==> src/escape_orbit_histogram_core_assert.svh <==
// Assertion macros shared by the orbit histogram core
`ifndef ESCAPE_ORBIT_HISTOGRAM_CORE_ASSERT_SVH
`define ESCAPE_ORBIT_HISTOGRAM_CORE_ASSERT_SVH
`ifndef SYNTHESIS
`define EOH_ASSERT_IMP(lbl, clk, rstn, ante, cons) \
    lbl: assert property (@(posedge clk) disable iff (!(rstn)) (ante) |-> (cons)) \
        else $error("%m failed");
`define EOH_ASSERT_NXT(lbl, clk, rstn, ante, cons) \
    lbl: assert property (@(posedge clk) disable iff (!(rstn)) (ante) |=> (cons)) \
        else $error("%m failed");
`else
`define EOH_ASSERT_IMP(lbl, clk, rstn, ante, cons)
`define EOH_ASSERT_NXT(lbl, clk, rstn, ante, cons)
`endif
`endif

==> src/eoh_front.sv <==
// Front end: accepts requests, splits off the kind, queues them for the engine
module eoh_front #(
    parameter int PW = 82
) (
    input  logic          aclk,
    input  logic          aresetn,
    input  logic          enable,
    input  logic          s_axis_tvalid,
    output logic          s_axis_tready,
    input  logic [PW-1:0] s_payload,
    input  logic          s_kind,
    output logic          q_valid,
    output logic          q_kind,
    output logic [PW-1:0] q_data,
    input  logic          pop
);

    logic [PW:0] entry_reg [2];
    logic        wr_ptr_reg, wr_ptr_next;
    logic        rd_ptr_reg, rd_ptr_next;
    logic [1:0]  count_reg, count_next;
    logic        push;

    assign s_axis_tready = enable && (count_reg != 2'd2);
    assign push          = s_axis_tvalid && s_axis_tready;
    assign q_valid       = count_reg != 2'd0;
    assign q_kind        = entry_reg[rd_ptr_reg][PW];
    assign q_data        = entry_reg[rd_ptr_reg][PW-1:0];

    always_comb begin
        wr_ptr_next = push ? ~wr_ptr_reg : wr_ptr_reg;
        rd_ptr_next = pop ? ~rd_ptr_reg : rd_ptr_reg;
        count_next  = count_reg + 2'(push) - 2'(pop);
    end

    always_ff @(posedge aclk) begin
        if (!aresetn) begin
            wr_ptr_reg <= 1'b0;
            rd_ptr_reg <= 1'b0;
            count_reg  <= 2'd0;
        end else begin
            wr_ptr_reg <= wr_ptr_next;
            rd_ptr_reg <= rd_ptr_next;
            count_reg  <= count_next;
        end
    end

    always_ff @(posedge aclk) begin
        if (push) begin
            entry_reg[wr_ptr_reg] <= {s_kind, s_payload};
        end
    end

endmodule

==> config.mk <==
export PLATFORM = sky130hd
export DESIGN_NAME = eoh_front
export DESIGN_NICKNAME = d
export VERILOG_FILES = /design/src/escape_orbit_histogram_core_assert.svh /design/src/eoh_front.sv
export SDC_FILE = /design/constraint.sdc
export NUM_CORES = 1
export LEC_CHECK = 0
export BUFFER_PORTS_ARGS = -buffer_cell sky130_fd_sc_hd__buf_2
export CAP_MARGIN = 25
export CORE_ASPECT_RATIO = 1.5
export CORE_MARGIN = 4
export CORE_UTILIZATION = 52
export DETAILED_ROUTE_END_ITERATION = 8
export GPL_TIMING_DRIVEN = 0
export PLACE_DENSITY = 0.79
export SYNTH_ARGS = -nofsm -noshare
export SYNTH_HDL_FRONTEND = slang
export SYNTH_SLANG_ARGS = --single-unit
==> constraint.sdc <==
create_clock -name aclk -period 5.89 [get_ports aclk]
set_clock_uncertainty 0.2 [all_clocks]
set_input_delay 0.8835 -clock aclk [delete_from_list [all_inputs] [get_ports aclk]]
set_output_delay 0.8835 -clock aclk [all_outputs]
set_load 0.02 [all_outputs]
After elaboration in Yosys (flattened, before gate mapping)
Memories as Yosys holds them, arrays and structs flattened. A register that Yosys moved wholly into a read port is not among the register bits.
Index checks and enable logic that the tools add are counted.
- flip-flop bits (word level): 4
- latch bits: 0
- bits in writable memories: 166
- memory bits (read-only): 0
- memories kept: 1
- memory list (name ; words ; bits a word ; read ports ; clocked after memory_dff ; wr ports ; line ; RTL):
    entry_reg ; 2 ; 83 ; 1 ; 1 ; 1 ; eoh_front.sv:18 ; logic [PW:0] entry_reg [2];
- add/subtract/negate cells: 2
- $mul: 0
- divide/modulo/power cells: 0
- order comparisons: 0
- equality and inequality tests: 1
- shifts and indexed selects: 0
- mux-type cells: 4
- bitwise logic cells: 2
- reduce and logical (&&, ||, !) cells: 3
- operators by type and width (cell ; count):
    2-to-1 mux 1 bit ; 4
    adder 2 x 1 -> 2 bit ; 1
    logical AND 1 bit ; 2
    != test 2 bit (second input constant) ; 1
    inverter 1 bit ; 2
    nonzero test 2 bit ; 1
    subtractor 2 x 1 -> 2 bit ; 1

Longest topological paths before layout
Gate-level depths: netlist (run 1).
- depth after elaboration: 5
- depth in mapped cells: 8

Worst setup path before layout (run 1)
No wires, ideal clock.
- path kind: in2reg
- start: input port enable
- end: memory entry_reg[0][0] (netlist name) (enable)
- arrival time: 4.487 ns
- data required time: 5.165 ns
- path slack: 0.678 ns
- cell stages on the path: 2
- path buffers: 0
- path through: nand3_1 nor2_1
- longest elaborated chain between the ends: 4
- RTL lines (item ; line ; RTL):
    from (decl) ; eoh_front.sv:7 ; input logic enable,
    logical AND 1 bit ; eoh_front.sv:24 ; assign s_axis_tready = enable && (count_reg != 2'd2);
    logical AND 1 bit ; eoh_front.sv:25 ; assign push = s_axis_tvalid && s_axis_tready;
    2-to-1 mux 1 bit ; eoh_front.sv:49 ; if (push) begin
    2-to-1 mux 1 bit (not written as such) ; eoh_front.sv:50 ; entry_reg[wr_ptr_reg] <= {s_kind, s_payload};
    to (decl) ; eoh_front.sv:18 ;
No other way between the ends.

==> reports/results.tsv, run 1 <==
stage	metric	value	unit
grt	grt_max_degree	52	
clock_network	ctsHoldBuffers	0	
timing	rsz0062_at_grt	no	
clock_network	htree_levels	4	
floorplanning	core	12400	µm²
power	p_int	2.27	mW
place	hpwlAfterDp	8.30	mm
synth	synthesis.nets	372	
drt	vias	3282	
layout	syn2layout_area_growth	26.3	%
power	peakVddDrop	0.213	mV
clock_network	path_clk_slew	0.06	ns
critical_path	start_kind	flip-flop	
clock_network	cts-root-buf	clkbuf_16	
place	gp_congestion	0.722	
timing	min_period	2.73	ns
floorplanning	die_w	99.8	µm
critical_path	r2r_slack	3.84	ns
power	power_frac_comb	14.0	%
clock_network	clock-sinks	171	
synth	yosysSeqAreaShare	77.4	%
synth	yosysWarnings	0	
synth	netlist_instances	282	
power	power_frac_clock	37.4	%
grt	antenna_found_initial	1	
timing	tightest_slew	0.574	ns
critical_path	worstSetupEndpointType	output pin	
layout	fin_area	8300	µm²
timing	maxClockFrequency	367	MHz
timing	setup_viol	0	
flow_run	drv_cap	0	
min_path	whs_endpoint	wr_ptr_reg	
clock_network	numCtsBuffers	17	
drt	first_pass_iters	4	
layout	antenna_cells	0	
drt	viasPerCell	5.10	
layout	largest_register_ffs	166	
floorplanning	row_count	50	
critical_path	worstSetupPathType	flip-flop to output pin	
floorplanning	dieArea	14500	µm²
clock_network	tritoncts	done	
grt	grt_pass1_wl	17.9	mm
layout	drive_above_1_share	61.4	%
critical_path	cp.required	4.81	ns
grt	grt_pass1_vias	3637	
drt	ant_nets	0	
layout	num-fill-cells	856	
min_path	hold_depth	2	
critical_path	crit_fanout	10	
place	post_dp_cell_area	7710	µm²
clock_network	insertion_delay	0.41	ns
clock_network	post_cts_buffers	0	
critical_path	r2r_start	count_reg[0]	
synth	synth_top_area_share	75.8	%
clock_network	post_cts_resized	0	
floorplanning	die_height	146	µm
min_path	min-delay-start	wr_ptr_reg	
synth	yosysTopAreaCell	edfxtp_1	
critical_path	ff2ff_path_depth	4	
place	io_buffers	172	
min_path	hold_class	flip-flop to flip-flop	
synth	syn_avg_cell_area	23.3	µm²
power	power.density	355	nW/µm²
timing	final_max_slew_viol_count	0	
layout	finalCoreUtilization	66.7	%
layout	final_nets	566	
grt	overflow	0	
synth	synth.area.top_cells	edfxtp_1 (76%), mux2_4 (16%), mux2_2 (2.2%), buf_12 (2.1%), dfxtp_1 (1.5%)	
synth	syn-cell-area	6570	µm²
power	power	2.95	mW
timing	relSlewSlack	61.6	%
layout	fin_cells	643	
clock_network	clockBufferDepth	2	
synth	yosysUniqueCellTypes	19	
power	p_leak	3.26	nW
timing	worst_hold_slack	0.348	ns
run_status	status	completed	
critical_path	max_stage_delay	0.34	ns
grt	grt_use_total	16.4	%
floorplanning	initial_core_util	52.8	%
timing	hold_violations	0	
drt	drc	0	
critical_path	rr_endpoint	entry_reg[1][56]	
drt	wl_per_cell	18.2	µm
timing	finalCritPeriodShare	46.3	%
drt	wl	11.7	mm
floorplanning	io-pin-count	173	
critical_path	worstPathCellList	buf_6, buf_12, mux2_4, buf_2	
power	netSwitchingPower	676	µW
power	seq_power_share	48.5	%
drt	drtIter0Drc	152	
power	switching_share	22.9	%
place	dp.cells	613	
critical_path	critPathArrivalTime	1.64	ns
synth	synth-seq-cells	171	
critical_path	cp_slowest_cell	dfxtp_1	
-- synth_stat cells --
cell type    n
inv_1        1
mux2_4      70
nand2_1      1
buf_6        1
mux2_2      13
or2_2        1
edfxtp_1   166
dfxtp_1      5
and3_1       1
nand3_1      1
buf_12       7
xor2_1       1
nand2b_1     2
xnor2_1      2
ha_1         2
nor2_1       1
mux2i_1      1
buf_2        1
and2_1       5
-- layout by cell type (no fill, tap or decap), types with 3 or more instances in the layout --
master      netlist  final
clkbuf_16         0     17
clkinvlp_4        0      4
and2_1            5      5
buf_2             1    173
mux2_4           70     70
buf_12            7      9
dfxtp_1           5      5
bufinv_16         0      3
mux2_2           13     13
edfxtp_1        166    166
inv_6             0      4
-- cell type report --
class	instances	area (µm²)	area share [%]
Tap cell	156	195	2.35
Clock inverter	13	168	2.02
Clock buffer	17	425	5.12
Timing Repair Buffer	175	928	11.2
Sequential cell	171	5080	61.3
Inverter	1	3.75	0.0452
Buffer	9	156	1.88
Multi-Input combinational cell	101	1340	16.1
-- worst max path at each step --
| stage | to | cells after the start | from |
|---|---|---|---|
| finish | q_data[68] | 4 | flip-flop |
| detailed placement | entry_reg[1][80] | 4 | enable |
| floorplan | entry_reg[0][0] | 2 | enable |
| global placement | entry_reg[0][42] | 3 | enable |
| CTS | q_data[68] | 4 | flip-flop |
| global route | q_data[60] | 4 | flip-flop |
-- power groups by stage --
| stage | sequential (mW) | combinational (mW) | clock, mW |
|---|---|---|---|
| 6_report | 1.43 | 0.414 | 1.10 |
| 5_1_grt | 1.44 | 0.439 | 1.18 |
| 4_1_cts | 1.43 | 0.421 | 1.13 |
| 3_5_place_dp | 1.46 | 0.419 | 0 |
| 3_3_place_gp | 1.46 | 0.399 | 0 |
| 2_1_floorplan | 1.46 | 0.282 | 0 |
-- cells by family after synthesis --
group / share of synthesized area (%)
and+or+nand+nor: 1.05
buffers and inverters: 2.44
muxes: 18.4
xor gates and xnor gates: 0.400
DFF: 77.4
adders and majority gates: 0.381
-- worst max-delay path: cells and delay by family, from the launching register on --
| kind | cells | cell delay, ns |
|---|---|---|
| buffers and inverters | 3 | 0.58 |
| DFF | 1 | 0.34 |
| muxes | 1 | 0.31 |
-- metal layers --
layer	up-vias	GRT usage, %	routed length, µm	part of all wire, %
met1	1627	15.7	3810	33
met5	-	0	13	0.11
met2	121	30.5	6850	59
li1	1508	-	-	-
met4	2	8.89	353	3.0
met3	24	4.46	644	5.5
-- per-stage QoR --
step	worst slack, ns	setup TNS [ns]
after floorplan	0.678	0
final	3.16	0
after global routing	3.07	0
after detailed placement	3.35	0
after global placement	-1.05	-87.26
after CTS	3.13	0
No activity file was read; power rests on OpenSTA's default activity.
==> run 2, diff against run 1 <==
clock period = 2.75 ns   (was 5.89 ns; I/O delays follow)
==> run 2 against run 1 <==
Register-to-register slack worse by 3.3 ns. Die area stayed put. Via count is 9.0% higher. Non-clock buffer count is 83 higher. Final cell count is 14% higher. Flip-flop and latch count stayed put. Core utilization is 6.4 points higher. Sequential power is 110% higher. Hold slack worse by 0.27 ns. Total power is 110% higher. Final area is 9.7% higher. Clock power is 110% higher.
==> reports/results.tsv, run 2 (synthesis gave the netlist of run 1 again) <==
stage	metric	value	unit	change
grt	overflow	0		unchanged
timing	finalCritPeriodShare	82.4	%	
clock_network	tritoncts	done		
flow_run	drv_cap	0		unchanged
clock_network	cts-root-buf	clkbuf_16		
critical_path	crit_fanout	10		unchanged
grt	grt_pass1_wl	20.2	mm	+13%
critical_path	cp_slowest_cell	dfxtp_1		
clock_network	clockBufferDepth	2		unchanged
timing	relSlewSlack	44.5	%	-17 points
timing	hold_violations	0		unchanged
drt	drc	0		unchanged
critical_path	path_depth	4		unchanged
place	io_buffers	172		unchanged
min_path	hold_depth	2		unchanged
power	p_leak	3.60	nW	+11%
drt	drtIter0Drc	118		-22%
critical_path	worstSetupEndpointType	output pin		
critical_path	worstSetupPathType	flip-flop to output pin		
clock_network	numCtsBuffers	17		unchanged
layout	drive_above_1_share	52.4	%	-8.9 points
floorplanning	die_height	146	µm	unchanged
timing	setup_viol	0		unchanged
drt	wl	13.1	mm	+12%
power	power.density	696	nW/µm²	+96%
power	peakVddDrop	0.586	mV	+180%
place	hpwlAfterDp	8.15	mm	-1.9%
timing	tightest_slew	0.830	ns	+0.256 ns
layout	largest_register_ffs	166		unchanged
layout	layout_common_cells	buf_2 (173), edfxtp_1 (166), dlygate4sd3_1 (83)		
clock_network	post_cts_buffers	0		unchanged
grt	grt_pass1_vias	3991		+9.7%
drt	first_pass_iters	4		unchanged
critical_path	ff2ff_path_depth	4		unchanged
critical_path	start_kind	flip-flop		
clock_network	insertion_delay	0.41	ns	about the same
run_status	status	completed		
clock_network	htree_levels	4		unchanged
critical_path	max_stage_delay	0.35	ns	about the same
grt	use_met1	19.5	%	+3.8 points
floorplanning	row_count	50		unchanged
critical_path	cp.required	2.14	ns	-2.67 ns
critical_path	critPathArrivalTime	1.65	ns	about the same
clock_network	ctsHoldBuffers	82		+82
drt	ant_nets	0		unchanged
grt	antenna_found_initial	2		+1
timing	min_period	2.27	ns	
layout	finalCoreUtilization	73.1	%	+6.4 points
clock_network	clock-sinks	171		unchanged
floorplanning	initial_core_util	52.8	%	unchanged
grt	busiest_layer	met2		
place	post_dp_cell_area	7700	µm²	about the same
critical_path	path_buf_inv	3		unchanged
drt	viasPerCell	4.90		-4.0%
min_path	hold_class	input pin to flip-flop		
drt	vias	3577		+9.0%
layout	syn2layout_area_growth	38.5	%	
floorplanning	core	12400	µm²	unchanged
layout	final_nets	649		+15%
grt	grt_max_degree	43		-17%
grt	grt_use_total	18.3	%	+2.0 points
grt	use_met3	4.41	%	-0.048 points
timing	maxClockFrequency	441	MHz	
floorplanning	io-pin-count	173		unchanged
critical_path	worstPathCellList	buf_6, buf_12, mux2_4, buf_2		
floorplanning	dieArea	14500	µm²	unchanged
drt	wl_per_cell	17.9	µm	-1.1%
timing	final_max_slew_viol_count	0		unchanged
place	gp_congestion	0.710		-1.6%
grt	met2_usage	33.7	%	+3.1 points
layout	fin_area	9100	µm²	+9.7%
clock_network	path_clk_slew	0.07	ns	about the same
critical_path	critical-path-top-delay-family	buffers and inverters		
floorplanning	die_w	99.8	µm	unchanged
clock_network	post_cts_resized	0		unchanged
layout	final_common_cell	buf_2		
timing	rsz0062_at_grt	no		
## run 2: cell type report
type / instances / area (µm²)
Antenna cell: 2 / 5.00
Buffer: 9 / 156
Clock buffer: 19 / 433
Clock inverter: 13 / 134
Fill cell: 747 / 3350
Inverter: 1 / 3.75
Multi-Input combinational cell: 101 / 1340
Sequential cell: 171 / 5080
Tap cell: 156 / 195
Timing Repair Buffer: 258 / 1750
## run 2: worst paths after layout
check / startpoint / endpoint / slack (ns)
worst max-delay path: flip-flop / q_data[57] / 0.48
worst min-delay path: aresetn / count_reg[0] / 0.08
worst max register to register: count_reg[0] / entry_reg[0][25] / 0.55
worst min register to register: wr_ptr_reg / wr_ptr_reg / 0.33
## run 2: worst register-to-register path: cells and delay by family, from the launching register on
family | cells | cell delay, ns
flops | 1 | 0.34
buf+inv | 1 | 0.30
simple gates | 3 | 1.03
## run 2: through the flow
step	cells	hold slack, ns	TNS [ns]	power (mW)	worst slack (ns)
floorplan	282	0.288	0	3.72	0.277
global placement	610	0.300	-30.12	3.98	-0.360
detailed placement	613	0.327	0	4.02	0.539
CTS	727	0.00441	0	6.36	0.450
global route	730	0.0892	0	6.57	0.419
finish	730	0.0825	0	6.33	0.485
## run 2: where the power goes
part | total (mW) | leakage, nW | internal [mW] | switching, mW
Combinational | 0.988 | 1.76 | 0.491 | 0.497
Clock | 2.28 | 0.278 | 1.28 | 1.00
Sequential | 3.07 | 1.56 | 3.02 | 0.0417
Total | 6.33 | 3.60 | 4.79 | 1.54
## run 2: layer usage
layer | vias up | routed length, µm
met5 | - | 0
met2 | 112 | 7500
li1 | 1680 | -
met4 | 0 | 383
met1 | 1761 | 4590
met3 | 24 | 635
==> run 3, diff against run 2 <==
clock period = 2.4 ns   (was 2.75 ns; I/O delays follow)
==> run 3 against run 2 <==
First-iteration DRC count fell by 7.6%. Via count shrank 1.0%. Total power rose by 17%. Sequential power is 15% higher. Critical endpoint is now q_data[65]. Largest power group unchanged.
==> reports/results.tsv, run 3 (synthesis gave the netlist of run 1 again) <==
stage	metric	value	unit	change
clock_network	insertion_delay	0.41	ns	about the same
grt	met2_usage	32.2	%	-1.5 points
layout	fin_cells	728		-0.27%
critical_path	worstPathCellList	buf_6, buf_12, mux2_4, buf_2		
timing	tightest_slew	0.862	ns	+0.0315 ns
drt	wl	12.5	mm	-4.4%
layout	final_common_cell	buf_2		
drt	viasPerCell	4.86		-0.76%
clock_network	tritoncts	done		
place	gp_congestion	0.710		about the same
critical_path	cp.required	1.84	ns	-0.30 ns
power	power.density	806	nW/µm²	+16%
layout	syn2layout_area_growth	39.3	%	
drt	drc	0		unchanged
run_status	status	completed		
layout	fin_area	9160	µm²	+0.58%
floorplanning	die_w	99.8	µm	unchanged
critical_path	max_stage_delay	0.34	ns	about the same
drt	wl_per_cell	17.2	µm	-4.2%
timing	final_max_slew_viol_count	0		unchanged
drt	drtIter0Drc	109		-7.6%
clock_network	clockBufferDepth	2		unchanged
clock_network	numCtsBuffers	17		unchanged
timing	tns	0	ns	unchanged
floorplanning	die_height	146	µm	unchanged
grt	grt_max_degree	48		+12%
critical_path	critPathArrivalTime	1.62	ns	-0.03 ns
floorplanning	io-pin-count	173		unchanged
timing	worst_hold_slack	0.0500	ns	-0.0325 ns
floorplanning	dieArea	14500	µm²	unchanged
clock_network	post_cts_buffers	0		unchanged
critical_path	worstSetupPathType	flip-flop to output pin		
timing	maxClockFrequency	460	MHz	
layout	final_nets	649		unchanged
grt	overflow	0		unchanged
grt	busiest_layer	met2		
critical_path	worstSetupEndpointType	output pin		
power	power_frac_clock	36.8	%	+0.8 points
drt	first_pass_iters	4		unchanged
layout	num-fill-cells	742		-0.67%
timing	hold_violations	0		unchanged
power	p_int	5.68	mW	+19%
power	seq_power_share	47.7	%	-0.7 points
timing	finalCritPeriodShare	90.7	%	
min_path	hold_class	input pin to flip-flop		
flow_run	drv_cap	0		unchanged
critical_path	crit_fanout	10		unchanged
place	io_buffers	172		unchanged
clock_network	cts-root-buf	clkbuf_16		
clock_network	post_cts_resized	0		unchanged
timing	min_period	2.18	ns	
timing	setup_viol	0		unchanged
critical_path	cp_slowest_cell	dfxtp_1		
layout	largest_register_ffs	166		unchanged
place	hpwlAfterDp	8.05	mm	-1.2%
place	dp.cells	613		unchanged
critical_path	start_kind	flip-flop		
drt	vias	3540		-1.0%
layout	antenna_cells	0		-2
power	switching_share	23.0	%	-1.3 points
clock_network	htree_levels	4		unchanged
grt	antenna_found_initial	0		-2
grt	use_met1	18.8	%	-0.71 points
power	netSwitchingPower	1.70	mW	+10%
layout	layout_common_cells	buf_2 (173), edfxtp_1 (166), dlygate4sd3_1 (83)		
grt	grt_pass1_vias	3803		-4.7%
timing	relSlewSlack	42.4	%	-2.1 points
power	p_leak	3.62	nW	+0.46%
grt	use_met3	4.56	%	+0.14 points
clock_network	ctsHoldBuffers	83		+1.2%
place	post_dp_cell_area	7730	µm²	+0.37%
clock_network	path_clk_slew	0.07	ns	about the same
power	power_frac_comb	15.5	%	about the same
grt	grt_pass1_wl	19.3	mm	-4.6%
floorplanning	row_count	50		unchanged
floorplanning	initial_core_util	52.8	%	unchanged
timing	rsz0062_at_grt	no		
layout	finalCoreUtilization	73.5	%	+0.42 points
floorplanning	core	12400	µm²	unchanged
clock_network	clock-sinks	171		unchanged
layout	drive_above_1_share	52.8	%	+0.35 points
grt	grt_use_total	17.6	%	-0.72 points
drt	ant_nets	0		unchanged
power	peakVddDrop	0.574	mV	-2.0%
-- run 3: power by group through the flow --
stage | logic, mW | registers [mW] | clock network [mW]
2_1_floorplan | 0.704 | 3.57 | 0
3_3_place_gp | 0.992 | 3.58 | 0
3_5_place_dp | 1.04 | 3.58 | 0
4_1_cts | 1.15 | 3.52 | 2.76
5_1_grt | 1.21 | 3.53 | 2.91
6_report | 1.14 | 3.52 | 2.72
-- run 3: final cells by class --
type	instances	area (µm²)	area share, %
flip-flops and latches	171	5090	55.5
inverters	1	3.75	0.0410
well taps	156	195	2.13
repair buffers	258	1760	19.2
clock buffers	18	429	4.69
plain buffers	9	156	1.71
multi-input cells	101	1360	14.9
clock inverters	14	166	1.82
-- run 3: path summary, 6_finish.rpt --
| path | start | endpoint | slack, ns | depth (start not counted) |
|---|---|---|---|---|
| hold reg to reg | wr_ptr_reg | wr_ptr_reg | 0.35 | 2 |
| setup / recovery | flip-flop | q_data[65] | 0.22 | 4 |
| hold / removal | aresetn | count_reg[1] | 0.05 | 2 |
| setup reg to reg | count_reg[0] | entry_reg[0][24] | 0.30 | 4 |
-- run 3: worst max-delay path, delay by kind of cell, from the launching register on --
family | cells | cell delay (ns)
buf+inv | 3 | 0.56
flops | 1 | 0.34
mux | 1 | 0.31
-- run 3: metrics by stage --
| step | setup slack [ns] | total power, mW |
|---|---|---|
| 5_1_grt | 0.119 | 7.65 |
| 3_5_place_dp | 0.273 | 4.62 |
| 2_1_floorplan | 0.0148 | 4.27 |
| 3_3_place_gp | -0.599 | 4.57 |
| 6_report | 0.224 | 7.38 |
| 4_1_cts | 0.173 | 7.43 |
-- run 3: routing by layer --
| metal | routed length [µm] | vias to the layer above |
|---|---|---|
| met2 | 7010 | 119 |
| li1 | - | 1664 |
| met3 | 627 | 30 |
| met4 | 396 | 0 |
| met5 | 0 | - |
| met1 | 4490 | 1727 |
